## config.mk

```make
export PLATFORM = sky130hd
export DESIGN_NAME = htt_queue
export DESIGN_NICKNAME = d
export VERILOG_FILES = /design/src/sv/htt_pkg.sv /design/src/sv/htt_queue.sv
export SDC_FILE = /design/constraint.sdc
export NUM_CORES = 1
export LEC_CHECK = 0
export BUFFER_PORTS_ARGS = -buffer_cell sky130_fd_sc_hd__buf_2
export CAP_MARGIN = 25
export CORE_MARGIN = 1.5
export CORE_UTILIZATION = 25
export DETAILED_ROUTE_END_ITERATION = 7
export SETUP_SLACK_MARGIN = 0.02
export SKIP_CTS_REPAIR_TIMING = 1
export SLEW_MARGIN = 20
export SYNTH_ARGS = -nofsm -noshare
export SYNTH_HDL_FRONTEND = slang
export SYNTH_SLANG_ARGS = --single-unit
```

## constraint.sdc

```tcl
create_clock -name clk -period 2.6 [get_ports clk]
set_input_delay 0.52 -clock clk [delete_from_list [all_inputs] [get_ports clk]]
set_output_delay 0.52 -clock clk [all_outputs]
set_load 0.01 [all_outputs]
```

## src/sv/htt_pkg.sv

```systemverilog
// types, constants and codes shared by the history heuristic table
`timescale 1ns / 1ps
package htt_pkg;

  localparam int unsigned PIECE_CODES = 16;
  localparam int unsigned SQUARES     = 64;
  localparam int unsigned ENTRIES     = PIECE_CODES * SQUARES;
  localparam int unsigned IDX_W       = $clog2(ENTRIES);
  localparam int unsigned CNT_W       = $clog2(ENTRIES + 1);
  localparam int unsigned PIECE_W     = 4;
  localparam int unsigned SQUARE_W    = 6;
  localparam int unsigned DEPTH_W     = 7;
  localparam int unsigned ADD_W       = 2 * DEPTH_W;
  localparam int unsigned SCORE_W     = 31;
  localparam int unsigned THR_W       = 30;
  localparam int unsigned AGE_SHIFT   = 3;
  localparam int unsigned QUEUE_DEPTH = 2;

  localparam logic [SCORE_W-1:0] ENTRY_MAX  = {SCORE_W{1'b1}};
  localparam logic [THR_W-1:0]   THR_RESET  = THR_W'(32000);

  localparam logic [1:0] MODE_CLEAR  = 2'd0;
  localparam logic [1:0] MODE_BUMP   = 2'd1;
  localparam logic [1:0] MODE_DECAY  = 2'd2;
  localparam logic [1:0] MODE_LOOKUP = 2'd3;

  typedef enum logic [2:0] {
    OP_CLEAR,
    OP_BUMP,
    OP_DECAY,
    OP_LOOKUP,
    OP_NONE
  } op_t;

  typedef struct packed {
    logic [1:0]          mode;
    logic [PIECE_W-1:0]  piece;
    logic [SQUARE_W-1:0] to_square;
    logic [DEPTH_W-1:0]  remaining_depth;
    logic                is_capture;
    logic                is_promotion;
    logic                is_interrupt;
  } item_t;

  typedef struct packed {
    logic [SCORE_W-1:0] history_score;
    logic               found;
    logic               aged;
  } result_t;

  typedef struct packed {
    op_t              op;
    logic [IDX_W-1:0] idx;
    logic             skip;
    logic [ADD_W-1:0] add;
  } cmd_t;

  typedef struct packed {
    logic empty;
    logic full;
  } q_status_t;

  typedef struct packed {
    logic init_busy;
  } back_status_t;

endpackage

```

## src/sv/htt_queue.sv

```systemverilog
// short command queue between front and back
`timescale 1ns / 1ps
module htt_queue (
  input  logic              clk,
  input  logic              rst,
  input  logic              push,
  input  htt_pkg::cmd_t     din,
  input  logic              pop,
  output htt_pkg::cmd_t     dout,
  output htt_pkg::q_status_t status
);
  import htt_pkg::*;

  localparam int unsigned PTR_W  = (QUEUE_DEPTH > 1) ? $clog2(QUEUE_DEPTH) : 1;
  localparam int unsigned QCNT_W = $clog2(QUEUE_DEPTH + 1);

  cmd_t              slots [QUEUE_DEPTH];
  logic [PTR_W-1:0]  wr_ptr;
  logic [PTR_W-1:0]  rd_ptr;
  logic [QCNT_W-1:0] count;

  function automatic logic [PTR_W-1:0] ptr_inc(input logic [PTR_W-1:0] p);
    ptr_inc = (p == PTR_W'(QUEUE_DEPTH - 1)) ? '0 : PTR_W'(p + 1'b1);
  endfunction

  assign dout         = slots[rd_ptr];
  assign status.empty = (count == '0);
  assign status.full  = (count == QCNT_W'(QUEUE_DEPTH));

  always_ff @(posedge clk) begin
    if (push) begin
      slots[wr_ptr] <= din;
    end
    if (rst) begin
      wr_ptr <= '0;
      rd_ptr <= '0;
      count  <= '0;
    end else begin
      if (push) begin
        wr_ptr <= ptr_inc(wr_ptr);
      end
      if (pop) begin
        rd_ptr <= ptr_inc(rd_ptr);
      end
      if (push && !pop) begin
        count <= QCNT_W'(count + 1'b1);
      end else if (pop && !push) begin
        count <= QCNT_W'(count - 1'b1);
      end
    end
  end

endmodule

```

Word level (Yosys, flattened, before mapping)
Memory sizes are Yosys's and may differ from the RTL's. A register that Yosys moved wholly into a read port is not among the register bits.
Cells that the tools add are included.
Word-level totals
  register bits: 4
  RAM bits: 56
  output and inout port bits: 30
  memories: 1
Memory list
  slots: words 2, width 28, rd ports 1, clocked after memory_dff 1, wr ports 1, RTL line htt_queue.sv:17  | cmd_t slots [QUEUE_DEPTH];
Cells by class
  $add $sub $neg: 4
  equal/unequal tests: 1
  muxes and demuxes: 8
  reductions and logical operators: 6
Operators with widths (number)
  2-to-1 mux 1 bit: 6
  2-to-1 mux 2 bit: 2
  adder 1 bit, second input constant: 2
  adder 2 x 1 -> 2 bit, second input constant: 1
  equality test 2 bit, second input constant: 1
  logical AND 1 bit: 2
  zero test 1 bit: 2
  zero test 2 bit: 1
  nonzero test 2 bit: 1
  subtractor 2 x 1 -> 2 bit, second input constant: 1

Longest topological paths before layout
  word-level depth: 4
  gate-level depth with buffers: 5
  mapped depth without buffers: 5

Worst setup path after synthesis
Ideal clock, no wire load.
  path kind: input to register
  start point: input push
  end point: memory slots[0][0] (netlist name) (enable)
  arrival time: 1.797 ns
  required time: 2.184 ns
  slack: 0.387 ns
  cell stages on the path: 1
  cell sequence: nor2b_1
On the way
  cells in the longest elaborated chain, start to end: 2
RTL lines
  start: declaration: RTL line htt_queue.sv:6  | input logic push,
  2-to-1 mux 1 bit: RTL line htt_queue.sv:31  | if (push) begin
  2-to-1 mux 1 bit (implied by the code): RTL line htt_queue.sv:32  | slots[wr_ptr] <= din;
  end: declaration: RTL line htt_queue.sv:17
Every way passes these cells.

==> results.md <==
* Crit. End Element: output pin
* Vias post-DR at 1198
* Via density per instance at 4.047
* Crit path max fanout at 22
* Root Driver: clkbuf_8
* GP Congestion at 0.7171
* Post-Syn Area at 0.002232 mm2
* CP peak stage delay at 0.55 ns
* Synth-to-layout area growth at 30.44%
* Nets at 216
* Hold Vio Cnt, Final at 0
* RSZ-0062 raised after global routing: no
* Busiest grt layer: met2
* Syn_nets at 142
* Vias in the first global route at 1196
* Worst path slowest cell: dfxtp_1
* 1st-pass router iterations at 4
* Mapped Cells at 109
* Clock skew at 0.006905 ns
* Worst vdd ir at 0.3563 mV
* Yosys cell types at 16
* Global-route congestion overflow total at 0
* IO Pins at 62
* CTS Buf Count at 9
* Synthesized flop and latch total at 61
* Most frequent cells in the layout: buf_2 (61), edfxtp_1 (56), mux2_2 (28), clkbuf_8 (9)
* Met2 Resource Use GR at 0.1303
* # setup viols final at 0
* Achievable frequency at 465.9 MHz
* Pin count of the biggest net entering global routing at 23
* GR Layer Usage met1 at 0.1022
* Sequence of cells on the critical path: buf_12 -> mux2_2 -> buf_2
* Row count at 34
* Met3 usage at 0.04173
* Leak Pwr at 0.001104 uW
* Max Cap Viol at 0
* Routed len/inst at 13.29 um
* Final period utilization at 0.8256
* Relative slew slack at 0.7454
* WP data arrival at 1.63 ns
* DRT Wirelength at 3933 um
* Minimum clock period at 2.147 ns
* Clock latency on the worst-skew pair at 0.34 ns
* Share of layout cells above drive strength 1 at 0.5851
* Final antenna-violating net count at 0
* Syn avg cell area at 20.48 um2
* Die width at 97.49 um
* Synth Warn # at 0
* Worst Setup Path Type: reg2out
* Commonest non-fill, non-tap cell in the layout: buf_2
* HP Class: in2reg
* Die area at 0.009504 mm2
* Initial Util at 0.2572
* Initial antenna violation count at 0
* Pwr dens at 793.4 mW/mm2
* Buffers on Ports at 61
* Global-route wire length before repair at 6092 um
* Tot GR Track Use at 0.08763
* Fin. max-slew vios at 0
* Startpoint Class: flop
* Die H at 97.49 um
* Fin Setup TNS at 0 ns
* DRC at 0
* DP HPWL at 2618 um
* CTS clk-pin slew, worst paths at 0.07 ns
* Outcome: completed
* CTS H-tree depth at 3
* CTS Buffer Depth at 2
* CTS tree: done
* # clock sinks at 61
* Tightest Pin Transition at 0.3815 ns
* Core area at 0.008678 mm2
* Fin Hold WS at 0.3645 ns
* Worst EP required at 2.08 ns
* Starting DRC count in detailed routing at 22
* Sequential-to-total area share from yosys stat at 0.7982
* Ant. Diodes at 0
[state kept, by name, summed over array words and instances, names as in the netlist, named ones only]
signal,count
count,2
rd_ptr,1
slots,56
wr_ptr,1
[worst paths after layout]
kind / startpoint / to / slack [ns] / depth (start not counted)
max: flop / dout[5] / 0.45 / 3
min: din[12] / slots[1][12] / 0.36 / 1
max reg2reg: wr_ptr / slots[1][18] / 1.50 / 2
min reg2reg: rd_ptr / flop / 0.51 / 2
[through the flow]
stage | total power [uW] | setup WS (ns) | util | cell area (um2) | cells
after floorplan | 1324 | 0.3870 | - | 2232 | 109
after global placement | 1433 | 0.8346 | 0.3108 | 2698 | 280
after detailed placement | 1438 | 0.7809 | 0.3108 | 2698 | 280
after CTS | 2347 | 0.3945 | 0.3355 | 2912 | 296
after global routing | 2410 | 0.3461 | 0.3355 | 2912 | 296
final | 2310 | 0.4535 | 0.3355 | 2912 | 296
[worst max-delay path: cells and delay by family, from the launching register on]
family / cells / cell delay, ns
buf+inv: 2 / 0.38
mux: 1 / 0.36
flops: 1 / 0.55
[final cells by class]
class	count	area, um2
clock inverter	7	90.09
timing repair buffer	66	355.3
tap	108	135.1
multi-input combinational	44	421.7
clock buffer	9	123.9
fill	868	5767
inverter	1	3.754
sequential	61	1782
[cells in the mapped netlist]
cell type | number | area share
a21oi_1 | 1 | 0.0022
inv_1 | 1 | 0.0017
o21ai_0 | 1 | 0.0022
dfxtp_1 | 5 | 0.045
and2_1 | 1 | 0.0028
mux2_2 | 28 | 0.14
and2b_2 | 1 | 0.0039
buf_6 | 2 | 0.010
xnor2_1 | 2 | 0.0078
ha_1 | 1 | 0.0056
xor2_1 | 2 | 0.0078
edfxtp_1 | 56 | 0.75
nor2_1 | 5 | 0.0084
buf_2 | 1 | 0.0022
or3_1 | 1 | 0.0028
nor2b_1 | 1 | 0.0028
[kinds of logic after synthesis]
family	share of synthesized area
compound gates	0.004480
xor+xnor	0.01570
fa+ha+maj	0.005604
buf+inv	0.01401
flops	0.7982
mux	0.1413
simple gates	0.02075
[power by group]
part | total, uW | switching (uW) | internal (uW) | leakage (uW)
logic | 247 | 123 | 124 | 0.000428
registers | 1160 | 21.8 | 1140 | 0.000567
clock network | 901 | 367 | 534 | 0.000108
[routing by layer]
layer | share of wire | routed length (um) | vias up
met1 | 0.43 | 1675 | 579
met3 | 0.073 | 286 | 6
met5 | 0 | 0 | -
met2 | 0.48 | 1881 | 48
li1 | - | - | 565
met4 | 0.023 | 90 | 0
Power figures use the tool's default switching activity.
