[src/sv/htt_pkg.sv]
// types, constants and codes shared by the history heuristic table
`timescale 1ns / 1ps
package htt_pkg;

  localparam int unsigned PIECE_CODES = 16;
  localparam int unsigned SQUARES     = 64;
  localparam int unsigned ENTRIES     = PIECE_CODES * SQUARES;
  localparam int unsigned IDX_W       = $clog2(ENTRIES);
  localparam int unsigned CNT_W       = $clog2(ENTRIES + 1);
  localparam int unsigned PIECE_W     = 4;
  localparam int unsigned SQUARE_W    = 6;
  localparam int unsigned DEPTH_W     = 7;
  localparam int unsigned ADD_W       = 2 * DEPTH_W;
  localparam int unsigned SCORE_W     = 31;
  localparam int unsigned THR_W       = 30;
  localparam int unsigned AGE_SHIFT   = 3;
  localparam int unsigned QUEUE_DEPTH = 2;

  localparam logic [SCORE_W-1:0] ENTRY_MAX  = {SCORE_W{1'b1}};
  localparam logic [THR_W-1:0]   THR_RESET  = THR_W'(32000);

  localparam logic [1:0] MODE_CLEAR  = 2'd0;
  localparam logic [1:0] MODE_BUMP   = 2'd1;
  localparam logic [1:0] MODE_DECAY  = 2'd2;
  localparam logic [1:0] MODE_LOOKUP = 2'd3;

  typedef enum logic [2:0] {
    OP_CLEAR,
    OP_BUMP,
    OP_DECAY,
    OP_LOOKUP,
    OP_NONE
  } op_t;

  typedef struct packed {
    logic [1:0]          mode;
    logic [PIECE_W-1:0]  piece;
    logic [SQUARE_W-1:0] to_square;
    logic [DEPTH_W-1:0]  remaining_depth;
    logic                is_capture;
    logic                is_promotion;
    logic                is_interrupt;
  } item_t;

  typedef struct packed {
    logic [SCORE_W-1:0] history_score;
    logic               found;
    logic               aged;
  } result_t;

  typedef struct packed {
    op_t              op;
    logic [IDX_W-1:0] idx;
    logic             skip;
    logic [ADD_W-1:0] add;
  } cmd_t;

  typedef struct packed {
    logic empty;
    logic full;
  } q_status_t;

  typedef struct packed {
    logic init_busy;
  } back_status_t;

endpackage

[src/sv/htt_front.sv]
// front end: accepts items and classifies them into table commands
`timescale 1ns / 1ps
module htt_front (
  input  logic          start,
  input  logic          busy,
  input  htt_pkg::item_t item,
  output logic          push,
  output htt_pkg::cmd_t cmd
);
  import htt_pkg::*;

  logic in_range;

  assign push     = start && !busy;
  assign in_range = (32'(item.piece) < PIECE_CODES) && (32'(item.to_square) < SQUARES);

  always_comb begin
    cmd.idx  = IDX_W'(IDX_W'(item.piece) * IDX_W'(SQUARES) + IDX_W'(item.to_square));
    cmd.skip = item.is_capture || item.is_promotion || item.is_interrupt;
    cmd.add  = ADD_W'(item.remaining_depth) * ADD_W'(item.remaining_depth);
    unique case (item.mode)
      MODE_CLEAR:  cmd.op = OP_CLEAR;
      MODE_BUMP:   cmd.op = in_range ? OP_BUMP : OP_NONE;
      MODE_DECAY:  cmd.op = in_range ? OP_DECAY : OP_NONE;
      MODE_LOOKUP: cmd.op = in_range ? OP_LOOKUP : OP_NONE;
      default:     cmd.op = OP_NONE;
    endcase
  end

endmodule

[config.mk]
export PLATFORM = sky130hd
export DESIGN_NAME = htt_front
export DESIGN_NICKNAME = d
export VERILOG_FILES = /design/src/sv/htt_pkg.sv /design/src/sv/htt_front.sv
export SDC_FILE = /design/constraint.sdc
export NUM_CORES = 1
export LEC_CHECK = 0
export BUFFER_PORTS_ARGS = -buffer_cell sky130_fd_sc_hd__buf_2
export CORE_ASPECT_RATIO = 1.75
export CORE_MARGIN = 2
export CORE_UTILIZATION = 40
export DETAILED_ROUTE_END_ITERATION = 8
export MAX_ROUTING_LAYER = met4
export PLACE_DENSITY = 0.68
export SLEW_MARGIN = 25
export SYNTH_ARGS = -nofsm -noshare
export SYNTH_HDL_FRONTEND = slang
export SYNTH_SLANG_ARGS = --single-unit
[constraint.sdc]
create_clock -name vclk -period 8.7
set_clock_uncertainty 0.2 [all_clocks]
set_input_delay 0.435 -clock vclk [all_inputs]
set_output_delay 0.435 -clock vclk [all_outputs]
set_load 0.03 [all_outputs]
## Yosys cells after proc, flatten, opt, wreduce, memory -nomap -nowiden

Cells that the tools add are included.

| storage, ports and cells | value |
|---|---|
| flip-flop bits (word level) | 0 |
| input port bits | 24 |
| logic and storage cells | 11 |

| cells by class | value |
|---|---|
| $add $sub $neg | 1 |
| multiply operators | 1 |
| eq/ne operators | 3 |
| mux-type cells | 1 |
| reductions and logical operators | 5 |

Operator list:

| cell | number |
|---|---|
| $mul 7x7->14 | 1 |
| $pmux 3 s4 | 1 |
| $add 10x6->10 | 1 |
| $eq 2x2->1 const B | 2 |
| $eq 2x1->1 const B | 1 |
| $logic_not 2->1 | 1 |
| $logic_or 1x1->1 | 2 |
| $logic_and 1x1->1 | 1 |
| $logic_not 1->1 | 1 |

## Longest topological paths before layout

Gate-level depths: netlist of run 1.

| logic depth | value |
|---|---|
| word-level depth | 2 |
| depth in mapped cells | 15 |
| mapped depth without buffers | 14 |

## Worst setup path before layout of run 1

OpenSTA, ideal clock, no wires.

| timing | value |
|---|---|
| path kind | in2out |
| start point | input port item[3] (netlist name) |
| end point | output port cmd[13] (netlist name) |
| arrival | 4.318 ns |
| required time | 8.065 ns |
| setup slack | 3.747 ns |
| stages | 13 |
| cells stage by stage | clkbuf_1 > nand2_1 > fa_1 > fa_1 > fa_1 > inv_1 > fa_1 > ha_1 > a21oi_2 > nor3_1 > nor3_1 > o21ai_2 > xnor2_1 |

RTL lines:

| what | line | source |
|---|---|---|
| start: declaration | htt_front.sv:6 | `input htt_pkg::item_t item,` |
| end: declaration | htt_front.sv:8 | `output htt_pkg::cmd_t cmd` |

==> metrics.yaml, run 1 <==
run_status:
  status: "complete, no violations"
layout:
  syn2layout_area_growth_pct: 5.24
  seq_area_um2: 0
  layout.nets: 235
  num-fill-cells: 339
  multi_input_area_um2: 1110
  diodes: 0
  final_common_cell: "buf_2"
  final_cell_mix: "buf_2, ha_1, inv_1, nand2_1, fa_1"
  num-clock-buffers: 0
  nFlopsAndLatches: 0
  design_area_um2: 1380
  layout-drive-gt1-share: 0.194
  final_util: 0.440
sta:
  setup-violations-final: 0
  min_period_ns: 4.90
  grt_setup_unrepaired: "no"
  max_freq_mhz: 204
  tns_ns: 0
  drv_slew: 0
  timing.hold.ws_ns: 0.670
  fin_crit_sh: 0.563
  hold_viol: 0
worst_setup_path:
  cp_num_buf_inv: 3
  cpPeakStageDelay_ns: 0.52
  cp_num_cells: 14
  start_kind: "primary input"
  endpoint_kind: "output port"
  cp_common_cell: "fa_1"
  cpLargestDelayFamily: "adder cells"
  crit_end: "cmd[13]"
  worstPathCellList: "buf_2, nand2_1, fa_1, fa_1, fa_1, inv_1, fa_1, ha_1, a21oi_2, nor3_1, nor3_1, o21ai_2, xnor2_1, buf_2"
  cp_slowest_cell: "fa_1"
  path_class: "in -> out"
  cp.required_ns: 8.07
  arrival_ns: 4.26
  critPathMaxFanout: 12
  startpoint: "item[3]"
power_and_ir_drop:
  vdd_drop_max_v: 0.000285
  power.internal_uw: 98.6
  p_sw_frac: 0.648
  combPwrFrac: 1.000
  p_leak_uw: 0.000780
  power.share.sequential: 0
  switching_power_uw: 181
  pwr-share-clk: 0
  power.density_nw_per_um2: 202
routing:
  vias_per_cell: 4.78
  ant_nets: 0
  wirelength_um: 2240
  drtIter0Drc: 11
  routedWlPerCell_um: 10.5
  drc_errors: 0
  first_pass_iters: 3
  num_vias: 1019
placed_design:
  port_buffers: 27
  globalplace.congestion: 0.892
  dpl-instance-area_um2: 1380
  dpl.hpwl_um: 2060
die:
  die_h_um: 79.8
  row_count: 27
  ioPinCount: 53
  die_w_um: 47.3
  fp.dieArea_um2: 3780
  core_um2: 3140
  initial_core_util: 0.418
yosys:
  synth_cell_types: 28
  syn_avg_cell_area_um2: 8.16
  netlist_instances: 161
  ys_seq_area_frac: 0
  ys_warn_count: 0
  synth_area_um2: 1310
global_route:
  grt_pass1_wl_um: 4160
  first_global_vias: 1041
  grt_max_degree: 13
  grtUsageMet2: 0.257
  top_usage_layer: "met2"
  use_met3: 0.00226
  antenna_found_initial: 0
  grtUsageMet1: 0.175
  grt_remaining_overflow: 0
  grt_usage: 0.142
cts:
  post_cts_resized: 0
  post_cts_buffers: 0
  cts_hold_buf: 0
run:
  maxCapViolCount: 0
worst_hold_path:
  hp-class: "in -> out"
==> area by class of cell <==
class              count  share of cell area
multi-input cells    120               0.801
repair buffers        27              0.0977
inverters             23              0.0624
well taps             43              0.0389
==> power groups by stage <==
stage,Clock (µW),Combinational (µW),Sequential (µW)
finish,0,280,0
global placement,0,283,0
detailed placement,0,285,0
floorplan,0,232,0
global route,0,311,0
CTS,0,286,0
==> worst min-delay path by stage <==
| stage | startpoint | end | slack (ns) | depth (start not counted) |
|---|---|---|---|---|
| 4_1_cts | item[13] | cmd[18] | 0.67 | 0 |
| 6_report | item[12] | cmd[17] | 0.67 | 0 |
| 2_1_floorplan | busy | push | 0.78 | 1 |
| 3_3_place_gp | item[13] | cmd[18] | 0.67 | 0 |
| 5_1_grt | item[16] | cmd[21] | 0.67 | 0 |
| 3_5_place_dp | item[13] | cmd[18] | 0.67 | 0 |
==> Yosys cell counts, types with 2 or more instances <==
master     n  area share
ha_1      24        0.23
inv_1     23       0.066
nand2_1   18       0.051
fa_1      15        0.23
buf_4     14       0.080
and2_1    12       0.057
xnor2_1   11       0.073
nor2_1     6       0.017
clkbuf_1   5       0.014
a21oi_1    4       0.015
a21o_1     3       0.017
nor2b_1    3       0.014
nor3_1     3       0.011
xor2_1     3       0.020
a21oi_2    2       0.013
nand2b_1   2      0.0095
nand3_1    2      0.0076
==> routing by layer <==
layer,part of all wire,up-vias
met2,0.57,15
met3,0.034,2
met1,0.39,485
li1,-,517
met4,0.0062,0
met5,0,-
==> through the flow <==
step,cells,worst slack (ns),power [µW]
after floorplan,162,3.75,232
after global placement,213,3.83,283
after detailed placement,213,3.79,285
after CTS,213,3.78,286
after global routing,213,3.59,311
final,213,3.80,280
==> cell families (layout without fill, tap and decap cells) <==
group                      Yosys count  after routing  synth area share
buffers and inverters               42             50             0.160
muxes                                1              1           0.00762
other                                1              2           0.00285
AOI/OAI and AO/OA                   15             15            0.0962
adders and majority gates           39             39             0.457
xor gates and xnor gates            14             14            0.0933
and+or+nand+nor                     49             49             0.183
(Power assumes the default switching activity.)
==> run 2, diff against run 1 <==
--- a/config.mk
+++ b/config.mk
@@ -5,6 +5,7 @@
 export SDC_FILE = /design/constraint.sdc
 export NUM_CORES = 1
 export LEC_CHECK = 0
+export ABC_AREA = 1
 export BUFFER_PORTS_ARGS = -buffer_cell sky130_fd_sc_hd__buf_2
 export CORE_ASPECT_RATIO = 1.75
 export CORE_MARGIN = 2
==> constraint.sdc (replaced) <==
create_clock -name vclk -period 4.35
set_clock_uncertainty 0.2 [all_clocks]
set_input_delay 0.2175 -clock vclk [all_inputs]
set_output_delay 0.2175 -clock vclk [all_outputs]
set_load 0.03 [all_outputs]
==> metrics.yaml, run 2 <==
global_route:
  grt_max_degree: 11  # -2
  first_global_vias: 1388  # +33%
  antenna_found_initial: 0  # unchanged
  grt_pass1_wl_um: 5520  # +33%
  grt_usage: 0.158  # +0.0158
  grt_remaining_overflow: 0  # unchanged
yosys:
  synth.top_cell.area_share: 0.191  # -0.0376
  ys_seq_area_frac: 0  # unchanged
  synth_common_cells: "nand2_1, inv_1, ha_1"
  yosysMostFrequentCell: "nand2_1"
  netlist_instances: 245  # +52%
  yosys-top-cells-area: "fa_1, ha_1, nand2_1, inv_1, buf_4"
  ys_warn_count: 0  # unchanged
  syn_avg_cell_area_um2: 6.42  # -21%
  synth_area_um2: 1570  # +20%
  synth_top_cell_by_area: "fa_1"
  synth_cell_types: 24  # -14%
worst_hold_path:
  whs_path_depth: 0  # unchanged
  hp-class: "in -> out"
  worstHoldStart: "item[10]"
  hold-path-endpoint: "cmd[15]"
sta:
  setup-violations-final: 0  # unchanged
  tns_ns: 0  # unchanged
  fin_crit_sh: 0.957
  max_freq_mhz: 240
  hold_viol: 0  # unchanged
  min_period_ns: 4.16
  drv_slew: 0  # unchanged
  grt_setup_unrepaired: "no"
worst_setup_path:
  path_class: "in -> out"
  cp.required_ns: 3.93  # -4.14 ns
  cpPeakStageDelay_ns: 0.52  # about the same
  worstPathCellList: "buf_2, nand2_1, fa_1, fa_1, fa_1, inv_1, fa_1, ha_1, nand2_1, nor2_1, nand2_1, nand3_1, xor2_1, clkbuf_4"
  arrival_ns: 3.75  # -0.51 ns
  start_kind: "primary input"
  critPathMaxFanout: 8  # -4
  cp_slowest_cell: "fa_1"
  endpoint_kind: "output port"
  cp_common_cell: "fa_1"
layout:
  num-clock-buffers: 0  # unchanged
  layout.nets: 319  # +36%
  diodes: 0  # unchanged
  layout-drive-gt1-share: 0.201  # +0.00667
  multi_input_area_um2: 1210  # +9.7%
  layout.cells.non_filler: 302  # +42%
  num-fill-cells: 443  # +31%
  final_cell_mix: "nand2_1, inv_1, buf_2, ha_1, fa_1"
  syn2layout_area_growth_pct: 4.38
  final_common_cell: "nand2_1"
  seq_area_um2: 0  # unchanged
  nFlopsAndLatches: 0  # unchanged
power_and_ir_drop:
  p_sw_frac: 0.664  # +0.0168
  power.share.sequential: 0  # unchanged
  total_power_uw: 654  # +130%
  combPwrFrac: 1.000  # about the same
  power.internal_uw: 220  # +120%
  p_leak_uw: 0.00111  # +43%
  pwr-share-clk: 0  # unchanged
  vdd_drop_max_v: 0.000213  # -25%
  power.density_nw_per_um2: 399  # +97%
  switching_power_uw: 435  # +140%
die:
  die_w_um: 51.4  # +8.6%
  ioPinCount: 53  # unchanged
  row_count: 30  # +11%
  core_um2: 3830  # +22%
  fp.dieArea_um2: 4470  # +18%
  initial_core_util: 0.411  # -0.00738
  die_h_um: 87.0  # +8.9%
cts:
  cts_hold_buf: 0  # unchanged
  post_cts_resized: 0  # unchanged
  post_cts_buffers: 0  # unchanged
routing:
  vias_per_cell: 4.54  # -5.1%
  wirelength_um: 3090  # +38%
  drtIter0Drc: 33  # +22
  routedWlPerCell_um: 10.2  # -3.0%
  ant_nets: 0  # unchanged
  drc_errors: 0  # unchanged
  first_pass_iters: 4  # +1
  num_vias: 1371  # +35%
run_status:
  status: "complete, no violations"
placed_design:
  dpl.hpwl_um: 2810  # +36%
  globalplace.congestion: 0.913  # +2.4%
  port_buffers: 27  # unchanged
  dp_cells: 302  # +42%
run:
  maxCapViolCount: 0  # unchanged
run 2: logic make-up after synthesis:
logic type | Yosys count | synth area share
compound gates | 6 | 0.0263
xor+xnor | 8 | 0.0446
buf+inv | 79 | 0.230
other cells | 1 | 0.00238
simple gates | 112 | 0.315
fa+ha+maj | 39 | 0.382
run 2: worst max-delay path by stage:
stage,slack (ns),cells past startpoint,to,from
after global routing,0.002,14,cmd[8],item[4]
after CTS,0.18,14,cmd[8],item[4]
after global placement,0.23,14,cmd[8],item[4]
after detailed placement,0.18,14,cmd[8],item[4]
final,0.19,14,cmd[8],item[4]
after floorplan,0.17,13,cmd[8],item[7]
run 2: critical path, delay by kind of cell:
family | cells | cell delay (ns)
buf+inv | 3 | 0.44
simple gates | 5 | 0.53
fa+ha+maj | 5 | 2.35
xor+xnor | 1 | 0.19
run 2: metal layers:
layer,part of all wire,up-vias,global-route usage
met2,0.60,20,0.345
met5,0,-,-
li1,-,728,-
met1,0.35,619,0.141
met4,0.015,0,0.0311
met3,0.030,4,0
run 2: layout make-up:
type               count  share of cell area
repair buffers        28              0.0884
well taps             48              0.0366
multi-input cells    167               0.740
inverters             59               0.135
run 2: stage by stage:
step	worst slack (ns)	instance area [µm²]	hold slack (ns)	util
6_report	0.187	1640	0.235	0.429
2_1_floorplan	0.173	1580	0.347	-
3_5_place_dp	0.181	1640	0.235	0.428
3_3_place_gp	0.233	1640	0.235	0.428
4_1_cts	0.181	1640	0.235	0.428
5_1_grt	0.00233	1640	0.235	0.429
run 2: power groups by stage:
stage	Clock, µW	Sequential (µW)	Combinational (µW)
5_1_grt	0	0	735
3_5_place_dp	0	0	653
3_3_place_gp	0	0	649
2_1_floorplan	0	0	529
4_1_cts	0	0	658
6_report	0	0	654
==> run 3, diff against run 2 <==
==> constraint.sdc (replaced) <==
create_clock -name vclk -period 3.8
set_clock_uncertainty 0.2 [all_clocks]
set_input_delay 0.19 -clock vclk [all_inputs]
set_output_delay 0.19 -clock vclk [all_outputs]
set_load 0.03 [all_outputs]
==> metrics.yaml, run 3 (synthesis gave the netlist of run 2 again) <==
run_status:
  status: "complete, no violations"
layout:
  seq_area_um2: 0  # unchanged
  syn2layout_area_growth_pct: 34.7
  diodes: 0  # unchanged
  num-clock-buffers: 0  # unchanged
  layout-drive-gt1-share: 0.430  # +0.229
  final_cell_mix: "inv_1, nand2_1, nand2_2, buf_4, ha_1"
  design_area_um2: 2120  # +29%
  nFlopsAndLatches: 0  # unchanged
  layout.nets: 335  # +5.0%
die:
  die_h_um: 87.0  # unchanged
  die_w_um: 51.4  # unchanged
  row_count: 30  # unchanged
  fp.dieArea_um2: 4470  # unchanged
  initial_core_util: 0.411  # unchanged
  ioPinCount: 53  # unchanged
  core_um2: 3830  # unchanged
routing:
  drtIter0Drc: 33  # unchanged
  wirelength_um: 3470  # +13%
  routedWlPerCell_um: 10.9  # +6.9%
  ant_nets: 0  # unchanged
  vias_per_cell: 4.66  # +2.7%
  drc_errors: 0  # unchanged
  first_pass_iters: 4  # unchanged
  num_vias: 1482  # +8.1%
power_and_ir_drop:
  power.density_nw_per_um2: 535  # +34%
  p_sw_frac: 0.572  # -0.0921
  power.share.sequential: 0  # unchanged
  pwr-share-clk: 0  # unchanged
  switching_power_uw: 649  # +49%
  vdd_drop_max_v: 0.000536  # +150%
  combPwrFrac: 1.000  # about the same
  power.internal_uw: 485  # +120%
  p_leak_uw: 0.00128  # +15%
worst_setup_path:
  endpoint_kind: "output port"
  path_class: "in -> out"
  cpPeakStageDelay_ns: 0.55  # +0.03 ns
  arrival_ns: 3.36  # -0.39 ns
  critPathMaxFanout: 4  # -4
  cp_num_buf_inv: 4  # +1
  cp_slowest_cell: "fa_1"
  cpLargestDelayFamily: "adder cells"
  cp.required_ns: 3.41  # -0.52 ns
  start_kind: "primary input"
  worstPathCellList: "buf_4, inv_1, fa_1, fa_1, fa_1, inv_2, fa_2, ha_4, nand2_2, nand2_2, nand2_2, nand2_2, nand2_2, nand4_1, nand2_2, buf_6"
  startpoint: "item[6]"
  cp_common_cell: "nand2_2"
sta:
  max_freq_mhz: 267
  setup-violations-final: 0  # unchanged
  timing.hold.ws_ns: 0.180  # -0.0550 ns
  drv_slew: 0  # unchanged
  finalWorstSetupSlack_ns: 0.0528  # -0.134 ns
  hold_viol: 0  # unchanged
  fin_crit_sh: 0.986
  grt_setup_unrepaired: "yes"
  min_period_ns: 3.75
run:
  maxCapViolCount: 0  # unchanged
worst_hold_path:
  hp-class: "in -> out"
  worstHoldStart: "item[13]"
global_route:
  grt_remaining_overflow: 0  # unchanged
  grt_usage: 0.171  # +0.0130
  grt_max_degree: 9  # -2
  grt_pass1_wl_um: 5930  # +7.4%
  antenna_found_initial: 0  # unchanged
  first_global_vias: 1466  # +5.6%
cts:
  cts_hold_buf: 0  # unchanged
placed_design:
  dpl.hpwl_um: 2920  # +3.8%
  dpl-instance-area_um2: 1800  # +9.7%
  dp_slack_ns: -0.158  # -0.339 ns
  port_buffers: 27  # unchanged
  globalplace.congestion: 0.867  # -5.1%
run 3: cell types whose count changed in the layout (fill, tap and decap cells not counted), moves of 4 or more:
cell	change
nand2_1	-22
buf_4	+18
nand2_2	+15
buf_2	-13
buf_6	+10
ha_1	-7
nand2_4	+7
ha_4	+6
nand3_1	-6
inv_1	-5
nand3_2	+5
inv_2	+4
nor2_1	-4
run 3: cell type report:
type | instances | area (µm²)
fillers | 377 | 1710
multi-input cells | 167 | 1480
repair buffers | 44 | 350
inverters | 59 | 224
well taps | 48 | 60.1
run 3: path summary, 6_finish.rpt:
check / end / slack (ns) / cells past startpoint
min: cmd[18] / 0.18 / 0
max: cmd[13] / 0.05 / 16
run 3: metrics by stage:
step	util	setup TNS [ns]	total power (µW)	instances
3_3_place_gp	0.470	-0.631	849	318
2_1_floorplan	-	0	650	246
4_1_cts	0.488	-0.0000837	945	318
3_5_place_dp	0.470	-0.817	853	318
5_1_grt	0.553	-0.282	1240	318
6_report	0.553	0	1130	318
run 3: layer usage:
layer	global-route usage	vias up	wire [µm]
met1	0.173	693	1260
met3	0.00172	10	95
li1	-	757	-
met5	-	-	0
met2	0.358	22	2070
met4	0.0191	0	44
run 3: repair_timing:
| action | in CTS | in global routing |
|---|---|---|
| pin swaps | 10 | 16 |
| setup buffers | 0 | 0 |
| endpoints found under the hold margin | 0 | 0 |
| endpoints found under the setup margin | 8 | 8 |
| resized for setup | 17 | 71 |
run 3: power groups by stage:
| stage | Clock, µW | Combinational [µW] | Sequential (µW) |
|---|---|---|---|
| global placement | 0 | 849 | 0 |
| global route | 0 | 1240 | 0 |
| floorplan | 0 | 650 | 0 |
| finish | 0 | 1130 | 0 |
| CTS | 0 | 945 | 0 |
| detailed placement | 0 | 853 | 0 |
